**src/hw/rtl/psrhq_pkg.sv**
```systemverilog
`default_nettype none

package psrhq_pkg;

  // field widths of the request and response items
  localparam int COORD_W    = 16;
  localparam int RADIUS_W   = 15;
  localparam int RR_W       = 2 * RADIUS_W;
  localparam int DIFF_W     = COORD_W + 1;
  localparam int PROD_W     = 2 * DIFF_W;
  localparam int SQ_W       = 2 * COORD_W;
  localparam int SUM_W      = SQ_W + 1;
  localparam int POINT_W    = 2 * COORD_W;
  localparam int COUNT_W    = 11;
  localparam int CMD_W      = 2;

  // stream payload widths, padded to whole bytes
  localparam int IN_FIELDS_W  = 4 * COORD_W + RADIUS_W;
  localparam int IN_DATA_W    = ((IN_FIELDS_W + 7) / 8) * 8;
  localparam int OUT_FIELDS_W = 2 + COUNT_W;
  localparam int OUT_DATA_W   = ((OUT_FIELDS_W + 7) / 8) * 8;

  // request commands
  typedef enum logic [CMD_W-1:0] {
    CMD_CLEAR  = 2'd0,
    CMD_LOAD   = 2'd1,
    CMD_BOX    = 2'd2,
    CMD_CIRCLE = 2'd3
  } cmd_e;

  // query handed to the scan engine
  typedef struct packed {
    logic                      is_circle;
    logic signed [COORD_W-1:0] ax;
    logic signed [COORD_W-1:0] ay;
    logic signed [COORD_W-1:0] bx;
    logic signed [COORD_W-1:0] by;
    logic        [RR_W-1:0]    rr;
  } query_t;

  // scan engine result
  typedef struct packed {
    logic done;
    logic hit;
  } scan_res_t;

endpackage

`default_nettype wire

```
**src/hw/rtl/psrhq_scan.sv**
```systemverilog
`default_nettype none

module psrhq_scan #(
  parameter int CNT_W  = 11,
  parameter int ADDR_W = 10
) (
  input  wire logic                            clk_i,
  input  wire logic                            rst_ni,
  input  wire logic                            start_i,
  input  wire psrhq_pkg::query_t               query_i,
  input  wire logic [CNT_W-1:0]                count_i,
  output logic                                 rd_en_o,
  output logic [ADDR_W-1:0]                    rd_addr_o,
  input  wire logic [psrhq_pkg::POINT_W-1:0]   rd_data_i,
  output psrhq_pkg::scan_res_t                 res_o
);

  import psrhq_pkg::*;

  query_t                    qry_q;
  logic                      busy_q;
  logic                      active_q;
  logic [CNT_W-1:0]          idx_q;
  logic [CNT_W-1:0]          idx_nxt;
  logic                      s0_q;
  logic                      v1_q;
  logic                      v2_q;
  logic                      hit_q;
  logic                      box1_q;
  logic                      box2_q;
  logic signed [DIFF_W-1:0]  dx1_q;
  logic signed [DIFF_W-1:0]  dy1_q;
  logic        [SQ_W-1:0]    sqx_q;
  logic        [SQ_W-1:0]    sqy_q;

  logic signed [COORD_W-1:0] px;
  logic signed [COORD_W-1:0] py;
  logic                      box_in;
  logic signed [DIFF_W-1:0]  dx;
  logic signed [DIFF_W-1:0]  dy;
  logic signed [PROD_W-1:0]  prod_x;
  logic signed [PROD_W-1:0]  prod_y;
  logic        [SUM_W-1:0]   dist_sq;
  logic                      circ_in;
  logic                      done;

  // address sequencer over the held points
  assign idx_nxt   = idx_q + 1'b1;
  assign rd_en_o   = active_q;
  assign rd_addr_o = idx_q[ADDR_W-1:0];

  // stage 1: box bounds and coordinate differences
  assign px     = rd_data_i[COORD_W-1:0];
  assign py     = rd_data_i[POINT_W-1:COORD_W];
  assign box_in = (px >= qry_q.ax) && (px <= qry_q.bx) &&
                  (py >= qry_q.ay) && (py <= qry_q.by);
  assign dx     = {px[COORD_W-1], px} - {qry_q.ax[COORD_W-1], qry_q.ax};
  assign dy     = {py[COORD_W-1], py} - {qry_q.ay[COORD_W-1], qry_q.ay};

  // stage 2: squares
  assign prod_x = dx1_q * dx1_q;
  assign prod_y = dy1_q * dy1_q;

  // stage 3: distance compare
  assign dist_sq = {1'b0, sqx_q} + {1'b0, sqy_q};
  assign circ_in = dist_sq <= {{(SUM_W - RR_W){1'b0}}, qry_q.rr};

  assign done  = busy_q && !active_q && !s0_q && !v1_q && !v2_q;
  assign res_o = '{done: done, hit: hit_q};

  // control state
  always_ff @(posedge clk_i or negedge rst_ni) begin
    if (!rst_ni) begin
      busy_q   <= 1'b0;
      active_q <= 1'b0;
      idx_q    <= '0;
      s0_q     <= 1'b0;
      v1_q     <= 1'b0;
      v2_q     <= 1'b0;
      hit_q    <= 1'b0;
    end else begin
      s0_q <= active_q;
      v1_q <= s0_q;
      v2_q <= v1_q;
      if (start_i) begin
        busy_q   <= 1'b1;
        active_q <= (count_i != '0);
        idx_q    <= '0;
        hit_q    <= 1'b0;
      end else begin
        if (done) begin
          busy_q <= 1'b0;
        end
        if (active_q) begin
          idx_q <= idx_nxt;
          if (idx_nxt == count_i) begin
            active_q <= 1'b0;
          end
        end
        if (v2_q) begin
          hit_q <= hit_q | (qry_q.is_circle ? circ_in : box2_q);
        end
      end
    end
  end

  // datapath registers
  always_ff @(posedge clk_i) begin
    if (start_i) begin
      qry_q <= query_i;
    end
    box1_q <= box_in;
    dx1_q  <= dx;
    dy1_q  <= dy;
    box2_q <= box1_q;
    sqx_q  <= prod_x[SQ_W-1:0];
    sqy_q  <= prod_y[SQ_W-1:0];
  end

  // reads stay below the fill count
  a_rd_in_range: assert property (@(posedge clk_i) disable iff (!rst_ni)
    rd_en_o |-> (idx_q < count_i))
    else $error("scan read beyond held points");

  // no new query while one is in flight
  a_start_idle: assert property (@(posedge clk_i) disable iff (!rst_ni)
    start_i |-> !busy_q)
    else $error("scan started while busy");

  // a finished scan reports for one cycle only
  a_done_once: assert property (@(posedge clk_i) disable iff (!rst_ni)
    done |=> !done)
    else $error("scan done held over two cycles");

endmodule

`default_nettype wire

```
**config.mk**
```make
export PLATFORM = sky130hd
export DESIGN_NAME = psrhq_scan
export DESIGN_NICKNAME = d
export VERILOG_FILES = /design/src/hw/rtl/psrhq_pkg.sv /design/src/hw/rtl/psrhq_scan.sv
export SDC_FILE = /design/constraint.sdc
export NUM_CORES = 2
export LEC_CHECK = 0
export ABC_AREA = 1
export BUFFER_PORTS_ARGS = -buffer_cell sky130_fd_sc_hd__buf_2
export CAP_MARGIN = 40
export CORE_MARGIN = 2
export CORE_UTILIZATION = 33
export CTS_BUF_LIST = sky130_fd_sc_hd__clkbuf_4
export CTS_CLUSTER_SIZE = 40
export DETAILED_ROUTE_END_ITERATION = 6
export GPL_TIMING_DRIVEN = 0
export PLACE_DENSITY = 0.55
export SYNTH_ARGS = -nofsm -noshare
export SYNTH_HDL_FRONTEND = slang
export SYNTH_SLANG_ARGS = --single-unit
```
**constraint.sdc**
```tcl
create_clock -name clk_i -period 6.2 [get_ports clk_i]
set_input_delay 1.24 -clock clk_i [delete_from_list [all_inputs] [get_ports clk_i]]
set_output_delay 1.24 -clock clk_i [all_outputs]
set_load 0.05 [all_outputs]
```
### After elaboration in Yosys (flattened, before gate mapping)

Cells that the tools add are included.

| cells by class | value |
|---|---|
| muxes and demuxes | 10 |
| multipliers | 2 |
| bitwise logic cells | 1 |
| equal/unequal tests | 1 |
| $add $sub $neg | 4 |
| magnitude comparators | 5 |
| reduce and logical (&&, ||, !) cells | 15 |

Operators with widths:

| operator | count |
|---|---|
| 17-bit by 17-bit multiplier with 32-bit output | 2 |
| 16-bit by 16-bit subtractor with 17-bit output | 2 |
| 32-bit by 32-bit adder with 33-bit output | 1 |
| 33-bit by 30-bit less-or-equal comparator with 1-bit output | 1 |
| 16-bit >= comparator | 2 |
| 16-bit less-or-equal comparator | 2 |
| 11-bit 2-to-1 mux | 2 |
| 11-bit by 1-bit adder with 11-bit output, second input constant | 1 |
| 11-bit equality test | 1 |
| 11-bit nonzero test | 1 |
| 1-bit 2-to-1 mux | 8 |
| 1-bit logical AND | 7 |
| 2-bit nonzero test | 3 |
| 1-bit zero test | 4 |
| 1-bit bitwise OR | 1 |

| storage, ports and cells | value |
|---|---|
| bits of input ports | 141 |
| word-level logic and storage cells | 57 |
| register bits | 212 |
| output and inout bits | 13 |

### Longest topological paths before layout

| logic depth | value |
|---|---|
| word-level depth | 7 |
| gate-level depth with buffers | 27 |
| mapped depth without buffers | 26 |

### Worst setup path before layout

Ideal clock, no wire load.

| timing | value |
|---|---|
| path kind | register to register |
| from | register dy1_q[2] |
| to | register sqy_q[29] |
| path slack | 0.261 ns |
| path buffers | 2 |
| setup time | 0.125 ns |
| stages on the path, launching flop included | 22 |
| period minus slack after synthesis | 5.939 ns |
| arrival time | 5.814 ns |
| path through | dfxtp_1 -> clkbuf_1 -> clkbuf_1 -> nand2_1 -> inv_1 -> fa_1 -> inv_1 -> fa_1 -> inv_1 -> fa_1 -> fa_1 -> fa_1 -> fa_1 -> ha_1 -> nand2_1 -> nor4_1 -> nand2_1 -> o211ai_1 -> nand2_1 -> nand2_1 -> a31oi_1 -> xor2_1 |

| on the way | value |
|---|---|
| word-level cells in the longest chain between the ends | 1 |

Ends and longest elaborated chain:

| what | RTL line | RTL |
|---|---|---|
| from (decl) | psrhq_scan.sv:32 | `logic signed [DIFF_W-1:0] dy1_q;` |
| from (signal assigned) | psrhq_scan.sv:114 | `dy1_q <= dy;` |
| 17-bit by 17-bit multiplier with 32-bit output | psrhq_scan.sv:62 | `assign prod_y = dy1_q * dy1_q;` |
| named net prod_y[29] | psrhq_scan.sv:42 | `logic signed [PROD_W-1:0] prod_y;` |
| to (signal assigned) | psrhq_scan.sv:117 | `sqy_q <= prod_y[SQ_W-1:0];` |
| to (decl) | psrhq_scan.sv:34 | `logic [SQ_W-1:0] sqy_q;` |

The timed path passes the listed nets, and every way through them passes these cells.
A chain may end at the register's enable or synchronous reset.

### Worst setup path after layout

| timing | value |
|---|---|
| from | register dy1_q[1] |
| to | register sqy_q[29] |

The elaborated chain is that of the path after synthesis.

==> out/qor.yml <==
drt_iter0_markers: 1152
ant_nets: 0
max_freq_mhz: 166
maxSlewHeadroom_pct: 49.3
hold_buffers: 0
area_growth_syn_to_layout_pct: 12.4
post-route-util_pct: 37.4
die_area_um2: 93100
syn_area_um2: 29900
clk_latency_ps: 820
cp_cell_sequence: "buf_1 > buf_2 > nand2_1 > inv_1 > fa_1 > inv_1 > fa_1 > inv_1 > fa_1 > fa_1 > fa_1 > inv_1 > fa_1 > inv_1 > ha_4 > nand4_1 > nor3_2 > nand2_1 > o211ai_1 > nand2_1 > nand2_1 > a31oi_1 > xor2_1"
cp.arrival_ps: 6720
grt_usage_pct: 16.6
cts_sinks: 210
async_reset_ff_share_pct: 8.10
worst-path-stages: 23
via_per_inst: 4.49
fin_crit_ps: 6020
critPathLaunchType: "register"
worst_clock_skew_ps: 87.5
n_fill_cell: 9375
cp-end-kind: "register"
path_class: "reg2reg"
drv_cap: 0
fin_nets: 4557
synth-seq-area-share_pct: 17.5
slew_viol_final: 0
avgRoutedWirePerCell_um: 15.4
grt-ovfl-total: 0
cts_buffer_depth: 3
ff2ff_path_depth: 23
finalCritPeriodShare_pct: 97.2
timing.setup.tns_ps: 0
ys_ff_latch: 210
io_pins: 154
syn_nets: 4338
first_global_vias: 23401
cts_tree: "yes"
cts_buffers: 60
htree_levels: 2
yosys_warnings: 0
path_clk_slew_ps: 80
synth_edf_count: 95
grt_start_max_net_pins: 58
worst-path-buf-inv: 7
crit_path_top_delay_cell: "fa_1"
die_h_um: 305
first_pass_iters: 5
start_util_pct: 33.2
gp_congestion: 0.892
cp_max_fo: 10
syn_avg_cell_area_um2: 8.85
hold_violations: 0
vias: 21677
worst_pin_slew_ps: 761
crit_family: "adder cells"
ys_types: 52
final_cell_mix: "inv_1 (985), nand2_1 (565), fa_1 (508), ha_1 (291), buf_2 (156)"
layout_commonest_cell: "inv_1"
die-width_um: 305
final_layout_size_suffix_gt1_share_pct: 11.8
hpwl_um: 64000
run_status: "finished, final reports clean"
required_ps: 6890
synth_cells: 3382
yosysTopAreaCell: "fa_1"
grt_pass1_wl_um: 122000
place_inst: 4713
postRouteWirelength_um: 74400
critPathMostFrequentCell: "fa_1"
synth.top_cell.area_share_pct: 34.4
final_cells: 4830
drc: 0
antenna_found_initial: 14
coreArea_um2: 90000
num_rows: 110
root_buffer: "clkbuf_4"
synthTopCellsByArea: "fa_1 (34%), ha_1 (13%), inv_1 (12%)"
min_path_type: "in2async"
finalSetupViolCount: 0
cp_slowest_stage_delay_ps: 570
io_buffers: 153
synth_flop_cell: "dfxtp_1"
metal layers:
layer  share of wire [%]  track usage [%]  vias to the layer above
met5                0.12                0                        -
met4                 2.7             4.72                       14
met3                 5.8             3.43                      113
met2                  46             27.2                      472
met1                  45             22.2                    10516
li1                    -                -                    10562
cells in the mapped netlist, drive strengths merged (11+ instances only):
cell    number
a21o        16
a21oi      145
a31oi       11
buf         19
clkbuf      69
dfrtp       17
dfxtp       98
edfxtp      95
fa         515
ha         300
inv        988
nand2      570
nand3       51
nand4       24
nor2       119
nor3        17
nor4        18
o21ai       71
o21bai      18
o22ai       11
xnor2       59
xor2       103
final cells by class:
class | count | area (um2) | share of cell area [%]
inverters | 989 | 3710 | 11.0
plain buffers | 77 | 672 | 2.00
repair buffers | 168 | 905 | 2.69
well taps | 1176 | 1470 | 4.37
diodes | 4 | 10.0 | 0.0297
clock buffers | 89 | 668 | 1.99
clock inverters | 22 | 121 | 0.361
multi-input cells | 2095 | 20800 | 61.8
flip-flops and latches | 210 | 5280 | 15.7
path summary, 6_finish.rpt:
path / slack [ps] / start / endpoint
max reg2reg: 180 / dy1_q[1]$_DFF_P_ / sqy_q[29]$_DFF_P_
min in group clk_i: 340 / box1_q$_DFF_P_ / box2_q$_DFF_P_
min: 340 / rst_ni / idx_q[8]$_DFFE_PN0P_
max in group asynchronous: 5540 / rst_ni / idx_q[1]$_DFFE_PN0P_
min reg2reg: 340 / box1_q$_DFF_P_ / box2_q$_DFF_P_
max: 180 / dy1_q[1]$_DFF_P_ / sqy_q[29]$_DFF_P_
flip-flops by register name, indices dropped and copies added (netlist names):
signal and flops:
sqx_q 31, dx1_q 17, busy_q 1, v1_q 1, hit_q 1, s0_q 1, box1_q 1, sqy_q 31
rd_en_o 1, dy1_q 17, v2_q 1, box2_q 1, qry_q 95, idx_q 11
stage by stage:
stage | instance area [um2] | setup WS [ps] | hold WS, ps
finish | 33700 | 176 | 335
global route | 33700 | -17.9 | 253
CTS | 33300 | -17.5 | 252
detailed placement | 32200 | -1150 | 317
global placement | 32200 | -1140 | 314
floorplan | 29900 | 261 | 310
kinds of logic after synthesis:
logic type | count (synthesis) | share of synthesized area, %
buf+inv | 1077 | 13.7
fa+ha+maj | 815 | 47.0
simple gates | 811 | 11.0
compound gates | 307 | 6.04
flops | 210 | 17.5
xor+xnor | 162 | 4.77
what timing repair did:
item	in CTS	in global routing
cloned	0	0
pin swaps	4	14
gates resized for setup	125	138
setup endpoints to repair	35	26
endpoints found under the hold margin	0	0
setup buffers	2	11
Power is left out: the tool's default activity adds up to more than one toggle a clock period on the data nets, which glitch-free logic cannot reach.
